## config.mk

```make
export PLATFORM = sky130hd
export DESIGN_NAME = ble_manufacturer_data_classifier_top
export DESIGN_NICKNAME = d
export VERILOG_FILES = /design/src/bmdc_pkg.sv /design/src/bmdc_in_stage.sv /design/src/bmdc_parser.sv /design/src/bmdc_result_reg.sv /design/src/ble_manufacturer_data_classifier_top.sv
export SDC_FILE = /design/constraint.sdc
export NUM_CORES = 1
export LEC_CHECK = 0
export ABC_AREA = 1
export ABC_CLOCK_PERIOD_IN_PS = 3900
export BUFFER_PORTS_ARGS = -buffer_cell sky130_fd_sc_hd__buf_2
export CORE_AREA = 2 2 164 166
export CTS_CLUSTER_DIAMETER = 100
export DETAILED_ROUTE_END_ITERATION = 8
export DIE_AREA = 0 0 166 168
export PLACE_DENSITY = 0.77
export SYNTH_ARGS = -nofsm -noshare
export SYNTH_HDL_FRONTEND = slang
export SYNTH_SLANG_ARGS = --single-unit
```

## constraint.sdc

```tcl
create_clock -name clk -period 3.9 [get_ports clk]
set_input_delay 0.78 -clock clk [delete_from_list [all_inputs] [get_ports clk]]
set_output_delay 0.78 -clock clk [all_outputs]
set_load 0.02 [all_outputs]
```

## src/bmdc_pkg.sv

```systemverilog
`timescale 1ns / 1ps
// ----------------------------------------------------------------------------
// bmdc_pkg
// Types and constants shared by the manufacturer-data classifier modules.
// ----------------------------------------------------------------------------
package bmdc_pkg;

  localparam int unsigned MAX_FIELD_BYTES = 255;
  localparam logic [7:0]  MAX_COUNT       = 8'(MAX_FIELD_BYTES);
  localparam logic [7:0]  BEACON_MIN_LEN  = 8'd25;
  localparam logic [7:0]  SWIFT_MIN_LEN   = 8'd3;

  localparam logic [15:0] CO_CONT         = 16'h004C;
  localparam logic [15:0] CO_SWIFT        = 16'h0006;
  localparam logic [15:0] HDR_PROX_BEACON = 16'h0215;
  localparam logic [15:0] HDR_ALT_BEACON  = 16'hBEAC;
  localparam logic [7:0]  SWIFT_MARKER    = 8'h03;

  localparam logic [7:0]  TYPE_PROX       = 8'h02;
  localparam logic [7:0]  TYPE_TRACKER    = 8'h12;
  localparam logic [7:0]  STATUS_NEARBY   = 8'h19;
  localparam logic [7:0]  STATUS_OFFLINE  = 8'h00;

  localparam logic [3:0]  NOTE_NONE       = 4'd0;
  localparam logic [3:0]  NOTE_OTHER      = 4'd10;
  localparam logic [3:0]  NOTE_SWIFT      = 4'd11;

  localparam logic [1:0]  BK_NONE         = 2'd0;
  localparam logic [1:0]  BK_PROX         = 2'd1;
  localparam logic [1:0]  BK_ALT          = 2'd2;

  localparam logic [1:0]  TRK_NONE        = 2'd0;
  localparam logic [1:0]  TRK_NEARBY      = 2'd1;
  localparam logic [1:0]  TRK_OFFLINE     = 2'd2;
  localparam logic [1:0]  TRK_OTHER       = 2'd3;

  typedef enum logic [1:0] {
    PH_TYPE,
    PH_LEN,
    PH_FIRST,
    PH_REST
  } phase_t;

  typedef struct packed {
    logic [7:0] data_byte;
    logic       last_byte;
  } byte_t;

  typedef struct packed {
    logic        have_company;
    logic [15:0] company_id;
    logic [3:0]  note_code;
    logic [7:0]  other_type;
    logic [1:0]  beacon_kind;
    logic [31:0] beacon_id_prefix;
    logic [15:0] beacon_major;
    logic [15:0] beacon_minor;
    logic [1:0]  tracker_kind;
    logic [7:0]  byte_count;
  } result_t;

  // Everything the parser remembers about the field in progress.
  typedef struct packed {
    logic [7:0]  count;
    logic [15:0] company;
    phase_t      record_phase;
    logic [7:0]  record_type;
    logic [7:0]  record_remaining;
    logic [7:0]  first_payload;
    logic [3:0]  note;
    logic [7:0]  unknown_type;
    logic [1:0]  tracker;
    logic [15:0] header_bytes;
    logic [31:0] id_prefix;
    logic [31:0] major_minor;
  } field_t;

  // One parser step: fire consumes the held byte, close ends the field.
  typedef struct packed {
    logic fire;
    logic close;
  } step_t;

endpackage

```

## src/bmdc_in_stage.sv

```systemverilog
`timescale 1ns / 1ps
// ----------------------------------------------------------------------------
// bmdc_in_stage
// Input register that holds one byte until the parser consumes it.
// ----------------------------------------------------------------------------
module bmdc_in_stage (
  input  logic           clk,
  input  logic           rst,
  input  logic           byte_valid,
  output logic           byte_ready,
  input  bmdc_pkg::byte_t byte_item,
  input  logic           pop,
  output logic           q_valid,
  output bmdc_pkg::byte_t q_item
);
  import bmdc_pkg::*;

  // The register refills in the same cycle that its byte is consumed.
  assign byte_ready = !q_valid || pop;

  always_ff @(posedge clk) begin
    if (rst) begin
      q_valid <= 1'b0;
    end else if (byte_ready) begin
      q_valid <= byte_valid;
    end
  end

  always_ff @(posedge clk) begin
    if (byte_valid && byte_ready) begin
      q_item <= byte_item;
    end
  end

endmodule

```

## src/bmdc_parser.sv

```systemverilog
`timescale 1ns / 1ps
// ----------------------------------------------------------------------------
// bmdc_parser
// Field state and its combinational update for one incoming byte.
// ----------------------------------------------------------------------------
module bmdc_parser (
  input  logic            clk,
  input  logic            rst,
  input  bmdc_pkg::step_t step,
  input  logic [7:0]      data_byte,
  output bmdc_pkg::field_t field_next
);
  import bmdc_pkg::*;

  field_t field;

  function automatic logic [3:0] known_code(input logic [7:0] t);
    logic [3:0] k;
    begin
      case (t)
        8'h05:   k = 4'd1;
        8'h07:   k = 4'd2;
        8'h09:   k = 4'd3;
        8'h0A:   k = 4'd4;
        8'h0B:   k = 4'd5;
        8'h0C:   k = 4'd6;
        8'h0D:   k = 4'd7;
        8'h0F:   k = 4'd8;
        8'h10:   k = 4'd9;
        default: k = NOTE_NONE;
      endcase
      return k;
    end
  endfunction

  // Close the current record; fp is its first payload byte.
  function automatic field_t record_done(input field_t s, input logic has_payload,
                                         input logic [7:0] fp);
    field_t     r;
    logic [3:0] k;
    begin
      r = s;
      k = known_code(s.record_type);
      if (k != NOTE_NONE) begin
        r.note = k;
      end else if (s.record_type != TYPE_PROX && s.record_type != TYPE_TRACKER) begin
        if (s.note == NOTE_NONE) begin
          r.note         = NOTE_OTHER;
          r.unknown_type = s.record_type;
        end
      end
      if (s.record_type == TYPE_TRACKER && has_payload && s.tracker == TRK_NONE) begin
        if (fp == STATUS_NEARBY) begin
          r.tracker = TRK_NEARBY;
        end else if (fp == STATUS_OFFLINE) begin
          r.tracker = TRK_OFFLINE;
        end else begin
          r.tracker = TRK_OTHER;
        end
      end
      r.record_phase = PH_TYPE;
      return r;
    end
  endfunction

  always_comb begin
    field_next = field;
    if (field.count < MAX_COUNT) begin
      case (field.count)
        8'd0:    field_next.company = {8'h00, data_byte};
        8'd1:    field_next.company[15:8] = data_byte;
        8'd2:    field_next.header_bytes = {data_byte, 8'h00};
        8'd3:    field_next.header_bytes[7:0] = data_byte;
        default: ;
      endcase

      // Byte 4 lands in the top byte, byte 7 in the bottom one.
      if (field.count inside {[8'd4:8'd7]}) begin
        case (field.count[1:0])
          2'd0:    field_next.id_prefix[31:24] = data_byte;
          2'd1:    field_next.id_prefix[23:16] = data_byte;
          2'd2:    field_next.id_prefix[15:8]  = data_byte;
          default: field_next.id_prefix[7:0]   = data_byte;
        endcase
      end
      if (field.count inside {[8'd20:8'd23]}) begin
        case (field.count[1:0])
          2'd0:    field_next.major_minor[31:24] = data_byte;
          2'd1:    field_next.major_minor[23:16] = data_byte;
          2'd2:    field_next.major_minor[15:8]  = data_byte;
          default: field_next.major_minor[7:0]   = data_byte;
        endcase
      end

      if (field.count >= 8'd2 && field.company == CO_CONT) begin
        case (field.record_phase)
          PH_TYPE: begin
            field_next.record_type  = data_byte;
            field_next.record_phase = PH_LEN;
          end
          PH_LEN: begin
            field_next.record_remaining = data_byte;
            if (data_byte == 8'h00) begin
              field_next = record_done(field_next, 1'b0, field.first_payload);
            end else begin
              field_next.record_phase = PH_FIRST;
            end
          end
          PH_FIRST: begin
            field_next.first_payload    = data_byte;
            field_next.record_remaining = field.record_remaining - 8'd1;
            if (field.record_remaining == 8'd1) begin
              field_next = record_done(field_next, 1'b1, data_byte);
            end else begin
              field_next.record_phase = PH_REST;
            end
          end
          default: begin
            field_next.record_remaining = field.record_remaining - 8'd1;
            if (field.record_remaining == 8'd1) begin
              field_next = record_done(field_next, 1'b1, field.first_payload);
            end
          end
        endcase
      end

      field_next.count = field.count + 8'd1;
    end
  end

  // The field state starts over once the last byte has been taken.
  always_ff @(posedge clk) begin
    if (rst) begin
      field <= '0;
    end else if (step.fire) begin
      if (step.close) begin
        field <= '0;
      end else begin
        field <= field_next;
      end
    end
  end

endmodule

```

## src/bmdc_result_reg.sv

```systemverilog
`timescale 1ns / 1ps
// ----------------------------------------------------------------------------
// bmdc_result_reg
// Classifies the finished field and holds the result until it is taken.
// ----------------------------------------------------------------------------
module bmdc_result_reg (
  input  logic             clk,
  input  logic             rst,
  input  bmdc_pkg::step_t  step,
  input  bmdc_pkg::field_t field_next,
  output logic             load_ok,
  output logic             result_valid,
  input  logic             result_ready,
  output bmdc_pkg::result_t result_item
);
  import bmdc_pkg::*;

  result_t res;

  always_comb begin
    res            = '0;
    res.byte_count = field_next.count;
    if (field_next.count >= 8'd2) begin
      res.have_company = 1'b1;
      res.company_id   = field_next.company;
      if (field_next.company == CO_CONT) begin
        res.note_code    = field_next.note;
        res.other_type   = (field_next.note == NOTE_OTHER) ? field_next.unknown_type : 8'h00;
        res.tracker_kind = field_next.tracker;
        if (field_next.count >= BEACON_MIN_LEN &&
            field_next.header_bytes == HDR_PROX_BEACON) begin
          res.beacon_kind      = BK_PROX;
          res.beacon_id_prefix = field_next.id_prefix;
        end
      end else if (field_next.company == CO_SWIFT) begin
        if (field_next.count >= SWIFT_MIN_LEN &&
            field_next.header_bytes[15:8] == SWIFT_MARKER) begin
          res.note_code = NOTE_SWIFT;
        end
      end else if (field_next.count >= BEACON_MIN_LEN &&
                   field_next.header_bytes == HDR_ALT_BEACON) begin
        res.beacon_kind      = BK_ALT;
        res.beacon_id_prefix = {16'h0000, field_next.id_prefix[31:16]};
      end
      if (res.beacon_kind != BK_NONE) begin
        res.beacon_major = field_next.major_minor[31:16];
        res.beacon_minor = field_next.major_minor[15:0];
      end
    end
  end

  assign load_ok = !result_valid || result_ready;

  always_ff @(posedge clk) begin
    if (rst) begin
      result_valid <= 1'b0;
    end else if (step.fire && step.close) begin
      result_valid <= 1'b1;
    end else if (result_ready) begin
      result_valid <= 1'b0;
    end
  end

  always_ff @(posedge clk) begin
    if (step.fire && step.close) begin
      result_item <= res;
    end
  end

endmodule

```

## src/ble_manufacturer_data_classifier_top.sv

```systemverilog
`timescale 1ns / 1ps
// ----------------------------------------------------------------------------
// ble_manufacturer_data_classifier_top
// Byte-serial classifier for one BLE manufacturer-specific data field.
// ----------------------------------------------------------------------------
// The block takes one byte of the field per clock while byte_ready is high and
// returns one result per field. The byte marked last_byte waits in the input
// register after its transfer, then passes through the parser update into the
// result register once that register has room, and result_valid rises when it
// is loaded. The parser state update is combinational, so bytes may stream
// without gaps, including the first byte of the next field right after
// the last byte of the previous one. Input is held back only while a finished
// result waits in the result register and the next field's last byte needs it.
module ble_manufacturer_data_classifier_top (
  input  logic              clk,
  input  logic              rst,
  input  logic              byte_valid,
  output logic              byte_ready,
  input  bmdc_pkg::byte_t   byte_item,
  output logic              result_valid,
  input  logic              result_ready,
  output bmdc_pkg::result_t result_item
);
  import bmdc_pkg::*;

  logic   q_valid;
  byte_t  q_item;
  logic   load_ok;
  step_t  step;
  field_t field_next;

  // A closing byte may only move on when the result register has room.
  assign step.fire  = q_valid && (!q_item.last_byte || load_ok);
  assign step.close = q_item.last_byte;

  bmdc_in_stage u_in_stage (
    .clk        (clk),
    .rst        (rst),
    .byte_valid (byte_valid),
    .byte_ready (byte_ready),
    .byte_item  (byte_item),
    .pop        (step.fire),
    .q_valid    (q_valid),
    .q_item     (q_item)
  );

  bmdc_parser u_parser (
    .clk        (clk),
    .rst        (rst),
    .step       (step),
    .data_byte  (q_item.data_byte),
    .field_next (field_next)
  );

  bmdc_result_reg u_result_reg (
    .clk          (clk),
    .rst          (rst),
    .step         (step),
    .field_next   (field_next),
    .load_ok      (load_ok),
    .result_valid (result_valid),
    .result_ready (result_ready),
    .result_item  (result_item)
  );

endmodule
```

* Yosys cells after proc, flatten, opt, wreduce, memory -nomap -nowiden
Memories as Yosys holds them, arrays and structs flattened. A register that Yosys moved wholly into a read port is not among the register bits. Cells that the tools add are included.
Word-level totals: input port bits 13, memory bits (writable) 0, flip-flop bits (word level) 260, logic and storage cells 181, bits in latches 0, memory bits (read-only) 384, memories 3, output and inout bits 107
Operators by class: multiplexer cells 74, reductions and logical operators 44, $lt $le $gt $ge 9, $mul 0, divide/modulo/power cells 0, bitwise gates (word level) 0, $add $sub $neg 2, shift-type cells 0, eq/ne operators 23
Memory list:
- (name not given) | words 32, bits a word 4, rd ports 1, clocked after Yosys merged registers in 1, wr ports 0, RTL line bmdc_parser.sv:20 | case (t)
- (name not given) | words 32, bits a word 4, rd ports 1, clocked after Yosys merged registers in 1, wr ports 0, RTL line bmdc_parser.sv:20
- (name not given) | words 32, bits a word 4, rd ports 1, clocked after Yosys merged registers in 1, wr ports 0, RTL line bmdc_parser.sv:20
Operator list (number):
- one-hot mux 110 bit (3 select lines) | 1
- 2-to-1 mux 144 bit | 2
- 2-to-1 mux 120 bit | 2
- 2-to-1 mux 94 bit | 2
- 2-to-1 mux 34 bit | 4
- 2-to-1 mux 8 bit | 15
- 2-to-1 mux 97 bit | 1
- 2-to-1 mux 32 bit | 3
- 2-to-1 mux 4 bit | 21
- 2-to-1 mux 33 bit | 1
- == test 16 x 7 -> 1 bit, second input constant | 2
- one-hot mux 8 bit (2 select lines) | 2
- 2-to-1 mux 5 bit | 6
- one-hot mux 10 bit (3 select lines) | 1
- == test 8 x 2 -> 1 bit, second input constant | 3
- == test 8 x 5 -> 1 bit, second input constant | 3
- greater-or-equal comparator 8 x 2 -> 1 bit, second input constant | 3
- zero test 8 bit | 3
- 2-to-1 mux 12 bit | 2
- == test 16 x 10 -> 1 bit, second input constant | 1
- == test 16 bit, second input constant | 1
- == test 16 x 3 -> 1 bit, second input constant | 1
- == test 8 x 1 -> 1 bit, second input constant | 2
- greater-or-equal comparator 8 x 5 -> 1 bit, second input constant | 2
- 28 further kinds | 68

* Depth between registers and ports, before layout
Gate-level depths: netlist (run 1).
depth in word-level cells 21, depth in mapped cells 18, gate-level depth less buffers 17

* Hierarchy
From an unflattened synthesis (run 1), not the netlist that was laid out.
Unflattened totals: cell total of the unflattened synthesis 1673, area, all modules 12778.5 µm²
By module, submodules not included:
- bmdc_parser | sequential area each 2962.8 µm², cells an instance 1247, times used 1, area each 7951.4 µm²
- bmdc_result_reg | sequential area each 3173.0 µm², cells an instance 408, times used 1, area each 4493.1 µm²
- bmdc_in_stage | sequential area each 290.3 µm², cells an instance 15, times used 1, area each 317.8 µm²
- ble_manufacturer_data_classifier_top | sequential area each 0.0 µm², cells an instance 3, times used 1, area each 16.3 µm²

* Worst setup path before layout (run 1)
Ideal clock, no wire load.
path kind input to register, from in result_ready, to reg u_result_reg.result_item[0] (netlist name), data required time 3.442 ns, buffers on the path 0, data arrival time 3.155 ns, stages on the path 6, library setup time 0.458 ns, slack 0.286 ns, cell sequence inv_1 -> nand3_1 -> nand2_1 -> inv_1 -> nand2_1 -> inv_1
Between the ends: word-level cells in the longest chain between the ends 4
Ends and longest elaborated chain:
- start: declaration | RTL line ble_manufacturer_data_classifier_top.sv:21 | input logic result_ready,
- logical OR 1 bit | RTL line bmdc_result_reg.sv:52 | assign load_ok = !result_valid || result_ready;
- logical OR 1 bit | RTL line ble_manufacturer_data_classifier_top.sv:33 | assign step.fire = q_valid && (!q_item.last_byte || load_ok);
- logical AND 1 bit | RTL line ble_manufacturer_data_classifier_top.sv:33
- logical AND 1 bit | RTL line bmdc_result_reg.sv:65 | if (step.fire && step.close) begin
No other way between the ends. A chain may end at the register's enable or synchronous reset.

==> reports/metrics.yaml, run 1 <==
worstPathCellList: "ha_1, nand2_1, nor2_2, nand2_1, nand2_1, xor2_1, nand2_1, o21a_1, nor2_4, nand2_2, a21oi_1"
numCtsBuffers: 28
cts_tree: "yes"
r2r_setup_slack_ns: 0.45
synth-main-ff-cell: "dfxtp_1"
crit_top_cell: "nand2_1"
ant_nets: 0
gp_congestion: 0.920
clock_path_buffers: 3
grt-ovfl-total: 0
leakage_uw: 0.00588
post_drt_wl_per_cell_um: 16.3
n_antenna_cell: 0
critPathKind: "reg2reg"
syn_area_um2: 12900
layout_common_cells: "nand2_1, inv_1, a21oi_1"
synth_edf_count: 114
syn_nets: 1691
nets: 1778
grtUsageTotal_pct: 23.8
synthCells: 1667
ys_ff_latch: 264
min_period_ns: 3.45
clkTransAtPathRegs_ns: 0.06
ys_types: 46
grt_pass1_wl_um: 54600
die_x_um: 166
avgSynthCellArea_um2: 7.75
synth-async-reset-ratio_pct: 0
cp_data_arrival_time_ns: 3.80
dr.pass1.iters: 7
fmax_mhz: 290
crit_fanout: 49
critPathRequiredTime_ns: 4.25
slew_violations: 0
vias: 11600
layout_commonest_cell: "nand2_1"
p_per_area_nw_per_um2: 412
antenna_found_initial: 0
cts-resized-gates: 0
hp-class: "in2reg"
finalSetupViolCount: 0
fp.dieH_um: 168
fin_crit_sh_pct: 88.4
max-slew-margin-rel_pct: 32.4
status: "completed"
grt_max_degree: 93
cp-end-kind: "flop"
ios: 120
numPortBuffers: 119
drt_wl_total_um: 34600
drt_iter0_markers: 1305
setup_tns_ns: 0
rows: 60
start_kind: "flop"
yosysWarningCount: 0
finalPower_uw: 6070
crit_path_top_delay_cell: "nand2_2"
synth_seq_area_share_pct: 49.7
core_um2: 26400
max_stage_delay_ns: 0.54
drv_cap: 0
hpwl_um: 22500
post_route_cells_drive_above_1_share_pct: 15.1
grt_setup_unrepaired: "no"
route.detailed.drc: 0
synthToLayoutAreaGrowth_pct: 14.0
peakVddDrop_v: 0.000329
ctsHtreeMaxLevel: 1
via_per_inst: 5.49
cts_setup_buffers: 0
tightest_slew_ns: 1.01
root_buffer: "clkbuf_16"
hold_viol_final: 0
clock-sinks: 264
cts_hold_buffers: 0
finClkSkew_ns: 0.0116
dieArea_um2: 27900
grt_pass1_vias: 10800
start_util_pct: 49.0
clk_latency_ns: 0.55
-- layout make-up --
type / instances / area (µm²)
Multi-Input combinational cell: 1137 / 5440
Clock inverter: 15 / 223
Fill cell: 2434 / 11600
Timing Repair Buffer: 137 / 746
Sequential cell: 264 / 6430
Inverter: 186 / 706
Clock buffer: 37 / 766
Tap cell: 341 / 427
-- where the power goes --
part	switching, µW	leakage [µW]	internal, µW
clock network	1110	0.000468	1720
registers	36.2	0.00240	2900
logic	227	0.00301	70.8
-- synthesized netlist by cell type, types with 18 or more instances --
library cell | instances | area (µm²)
edfxtp_1 | 114 | 3420
or2_2 | 43 | 269
clkbuf_1 | 60 | 225
o22ai_1 | 50 | 313
dfxtp_1 | 150 | 3000
nor2_2 | 18 | 113
nand2_1 | 435 | 1630
nor2_1 | 162 | 608
o21ai_0 | 45 | 225
nand3_1 | 71 | 355
a21oi_1 | 176 | 881
inv_1 | 178 | 668
-- layer usage --
layer,vias up,part of all wire [%],global-route usage (%)
li1,5648,-,-
met1,5322,40,30.3
met2,529,47,40.4
met3,113,8.0,3.86
met4,0,4.2,10.0
met5,-,0,0
-- metrics by stage --
| step | setup slack, ns | area [µm²] | cells | hold slack [ns] | util [%] |
|---|---|---|---|---|---|
| 6_report | 0.454 | 14700 | 2117 | 0.406 | 55.9 |
| 5_1_grt | 0.152 | 14700 | 2117 | 0.390 | 55.9 |
| 4_1_cts | 0.508 | 14700 | 2117 | 0.393 | 55.9 |
| 3_5_place_dp | 0.505 | 13700 | 2065 | 0.452 | 52.2 |
| 3_3_place_gp | 0.737 | 13700 | 2065 | 0.441 | 52.2 |
| 2_1_floorplan | 0.286 | 12900 | 1667 | 0.430 | - |
-- worst max-delay path: cells and delay by family, from the launching register on --
kind | cells | cell delay [ns]
AOI/OAI and AO/OA | 2 | 0.64
xor gates and xnor gates | 1 | 0.27
adders and majority gates | 1 | 0.26
DFF | 1 | 0.46
and+or+nand+nor | 7 | 1.57
-- cell families (layout without fill, tap and decap cells) --
group / count (synthesis) / count (layout) / share of synthesized area (%)
flops: 264 / 264 / 49.7
fa+ha+maj: 11 / 11 / 1.07
xor+xnor: 10 / 10 / 0.678
buf+inv: 266 / 375 / 8.30
simple gates: 792 / 792 / 26.4
compound gates: 324 / 324 / 13.9
-- final timing paths --
| path | from | endpoint | cells after the start |
|---|---|---|---|
| hold reg to reg | u_parser.field[100]$_SDFFE_PP0P_ | u_parser.field[100]$_SDFFE_PP0P_ | 2 |
| hold / removal | byte_item[1] | u_in_stage.q_item[1]$_DFFE_PP_ | 1 |
| setup / recovery | u_parser.field[136]$_SDFFE_PP0P_ | u_result_reg.result_item[12]$_SDFFCE_PN0P_ | 11 |
| setup reg to reg | u_parser.field[136]$_SDFFE_PP0P_ | u_result_reg.result_item[12]$_SDFFCE_PN0P_ | 11 |
-- sequential cells by signal, indices dropped and copies added (netlist names), named ones only --
name                       cells
u_parser.field               144
u_result_reg.result_item     105
u_in_stage.q_item              9
u_in_stage.q_valid             1
u_result_reg.result_valid      1
Note: power is estimated with default switching activity, not from simulation.
==> run 2, diff against run 1 <==
--- a/config.mk
+++ b/config.mk
@@ -5,14 +5,13 @@
 export SDC_FILE = /design/constraint.sdc
 export NUM_CORES = 1
 export LEC_CHECK = 0
-export ABC_AREA = 1
 export ABC_CLOCK_PERIOD_IN_PS = 3900
 export BUFFER_PORTS_ARGS = -buffer_cell sky130_fd_sc_hd__buf_2
-export CORE_AREA = 2 2 164 166
+export CORE_AREA = 2 2 157 159
 export CTS_CLUSTER_DIAMETER = 100
 export DETAILED_ROUTE_END_ITERATION = 8
-export DIE_AREA = 0 0 166 168
-export PLACE_DENSITY = 0.77
+export DIE_AREA = 0 0 159 161
+export PLACE_DENSITY = 0.78
 export SYNTH_ARGS = -nofsm -noshare
 export SYNTH_HDL_FRONTEND = slang
 export SYNTH_SLANG_ARGS = --single-unit
==> reports/metrics.yaml, run 2 <==
status: "completed"
leakage_uw: 0.00508  # -14%
top_regs: "u_parser.field (144), u_result_reg.result_item (105), u_in_stage.q_item (9)"
clock_path_buffers: 3  # unchanged
largest_reg_flops: 144  # unchanged
synthCells: 1216  # -27%
dr.pass1.iters: 6  # -1
ant_nets: 0  # unchanged
slew_violations: 0  # unchanged
crit_fanout: 8  # -84%
grtUsageTotal_pct: 23.8  # +0.052 points
r2r-start: "u_parser.field[124]$_SDFFE_PP0P_"
synth_seq_area_share_pct: 54.4  # +4.7 points
min_period_ns: 3.47  # +0.0193 ns
core_um2: 24000  # -9.1%
drv_cap: 0  # unchanged
numPortBuffers: 119  # unchanged
layout_commonest_cell: "nor2_1"
die_x_um: 159  # -4.2%
start_util_pct: 49.3  # +0.21 points
cts_setup_buffers: 0  # unchanged
cp-end-kind: "flop"
clock-sinks: 264  # unchanged
drt_wl_total_um: 31400  # -9.1%
post_route_cells_drive_above_1_share_pct: 18.6  # +3.5 points
ys_ff_latch: 264  # unchanged
finClkSkew_ns: 0.00990  # -0.00166 ns
hold_start: "byte_item[0]"
r2r_setup_slack_ns: 0.43  # -0.02 ns
yosysMostFrequentCell: "nor2_1"
fin_crit_sh_pct: 88.9  # +0.49 points
ys_types: 60  # +30%
netlist_top_cells_area: "edfxtp_1, dfxtp_1, a22oi_1"
tightest_slew_ns: 1.21  # +0.199 ns
clkTransAtPathRegs_ns: 0.06  # about the same
vias: 9735  # -16%
critPathKind: "reg2reg"
finalPower_uw: 5680  # -6.5%
route.detailed.drc: 0  # unchanged
n_antenna_cell: 0  # unchanged
fmax_mhz: 289  # -0.56%
synth_top_area_share_pct: 29.0  # +2.5 points
start_kind: "flop"
setup_tns_ns: 0  # unchanged
yosysWarningCount: 0  # unchanged
layout_common_cells: "nor2_1, dfxtp_1, nand2_1"
grt-ovfl-total: 0  # unchanged
drt_iter0_markers: 1045  # -20%
dieArea_um2: 25600  # -8.2%
synthToLayoutAreaGrowth_pct: 14.9
synth_top_area_cell: "edfxtp_1"
peakVddDrop_v: 0.000263  # -20%
finalSetupViolCount: 0  # unchanged
reg2reg_depth: 8  # -3
max-slew-margin-rel_pct: 19.1  # -13 points
root_buffer: "clkbuf_16"
cts_hold_buffers: 0  # unchanged
synth-async-reset-ratio_pct: 0  # unchanged
ios: 120  # unchanged
post_drt_wl_per_cell_um: 19.0  # +16%
syn_nets: 1240  # -27%
grt_pass1_vias: 9144  # -15%
grt_setup_unrepaired: "no"
cts_tree: "yes"
largest-register: "u_parser.field"
hp-class: "in2reg"
rows: 57  # -5.0%
ctsHtreeMaxLevel: 1  # unchanged
cts-resized-gates: 0  # unchanged
via_per_inst: 5.89  # +7.3%
cp_data_arrival_time_ns: 3.85  # +0.05 ns
hold_path_depth: 1  # unchanged
p_per_area_nw_per_um2: 419  # +1.6%
clk_latency_ns: 0.54  # about the same
grt_max_degree: 91  # -2.2%
numCtsBuffers: 27  # -3.6%
gp_congestion: 0.925  # +0.46%
syn_area_um2: 11800  # -8.7%
grt_pass1_wl_um: 49000  # -10%
synth_edf_count: 114  # unchanged
hold_viol_final: 0  # unchanged
critPathRequiredTime_ns: 4.28  # +0.03 ns
antenna_found_initial: 1  # +1
synth_common_cells: "nor2_1, dfxtp_1, nand2_1"
min_to: "u_in_stage.q_item[0]$_DFFE_PP_"
nets: 1334  # -25%
fp.dieH_um: 161  # -4.2%
hpwl_um: 19800  # -12%
avgSynthCellArea_um2: 9.71  # +25%
synth-main-ff-cell: "dfxtp_1"
## run 2: cell types whose count changed after synthesis, moves of 32 or more
cell and delta:
mux2i_1 +34, or2_2 -40, nand2_1 -304, nor2_1 +54, a22oi_1 +101, nand3_1 -56, a21oi_1 -116, o22ai_1 -32
inv_1 -162
## run 2: critical path, cell delays in order (launching register included)
cell and delay [ns]:
dfxtp_1 0.33, or4b_2 0.70, nor4_1 0.40, nor4b_1 0.55
o21ai_1 0.32, a22oi_1 0.60, nor3_1 0.16, mux2i_1 0.19
nor3_1 0.06
## run 2: cell type report
type	instances	area (µm²)
Fill cell	2072	10400
Sequential cell	264	6430
Multi-Input combinational cell	841	4910
Timing Repair Buffer	160	906
Clock buffer	34	732
Tap cell	324	405
Clock inverter	15	124
Inverter	16	60.1
## run 2: kinds of logic after synthesis
family / Yosys count / synth area share [%]
AO/OA/AOI/OAI: 309 / 18.1
XOR/XNOR: 8 / 0.594
adder cells (fa/ha/maj): 11 / 1.17
buffers and inverters: 111 / 4.02
flip-flops: 264 / 54.4
multiplexers: 36 / 3.07
AND/OR/NAND/NOR: 477 / 18.6
## run 2: worst max-delay path by stage
| stage | from | endpoint | slack [ns] | cells after the start |
|---|---|---|---|---|
| floorplan | result_ready | u_result_reg.result_item[0]$_DFFE_PP_ | 0.47 | 6 |
| global placement | u_parser.field[124]$_SDFFE_PP0P_ | flop | 0.62 | 8 |
| detailed placement | u_parser.field[124]$_SDFFE_PP0P_ | flop | 0.55 | 8 |
| CTS | u_parser.field[124]$_SDFFE_PP0P_ | flop | 0.51 | 8 |
| global route | u_parser.field[136]$_SDFFE_PP0P_ | u_parser.field[101]$_SDFFE_PP0P_ | 0.04 | 9 |
| finish | u_parser.field[124]$_SDFFE_PP0P_ | flop | 0.43 | 8 |
## run 2: per-layer routing
layer  vias to the layer above  global-route usage [%]  share of wire [%]
li1                       4584                       -                  -
met1                      4572                    33.0                 42
met2                       504                    37.3                 45
met3                        73                    4.01                8.9
met4                         2                    10.1                3.5
met5                         -                       0              0.041
## run 2: power breakdown
group	internal, µW	total, µW	switching (µW)	leakage (µW)
clock network	1450	2520	1070	0.000421
logic	53.1	236	183	0.00225
registers	2900	2920	21.5	0.00241
total	4400	5680	1270	0.00508
## run 2: per-stage QoR
step                      setup slack [ns]  instances  hold slack, ns  cell area [µm²]  util, %
after floorplan                      0.471       1216           0.441            11800        -
after global placement               0.618       1605           0.456            12700     53.0
after detailed placement             0.547       1605           0.462            12700     53.0
after CTS                            0.509       1654           0.402            13600     56.6
after global routing                0.0429       1654           0.396            13600     56.6
final                                0.435       1654           0.412            13600     56.6
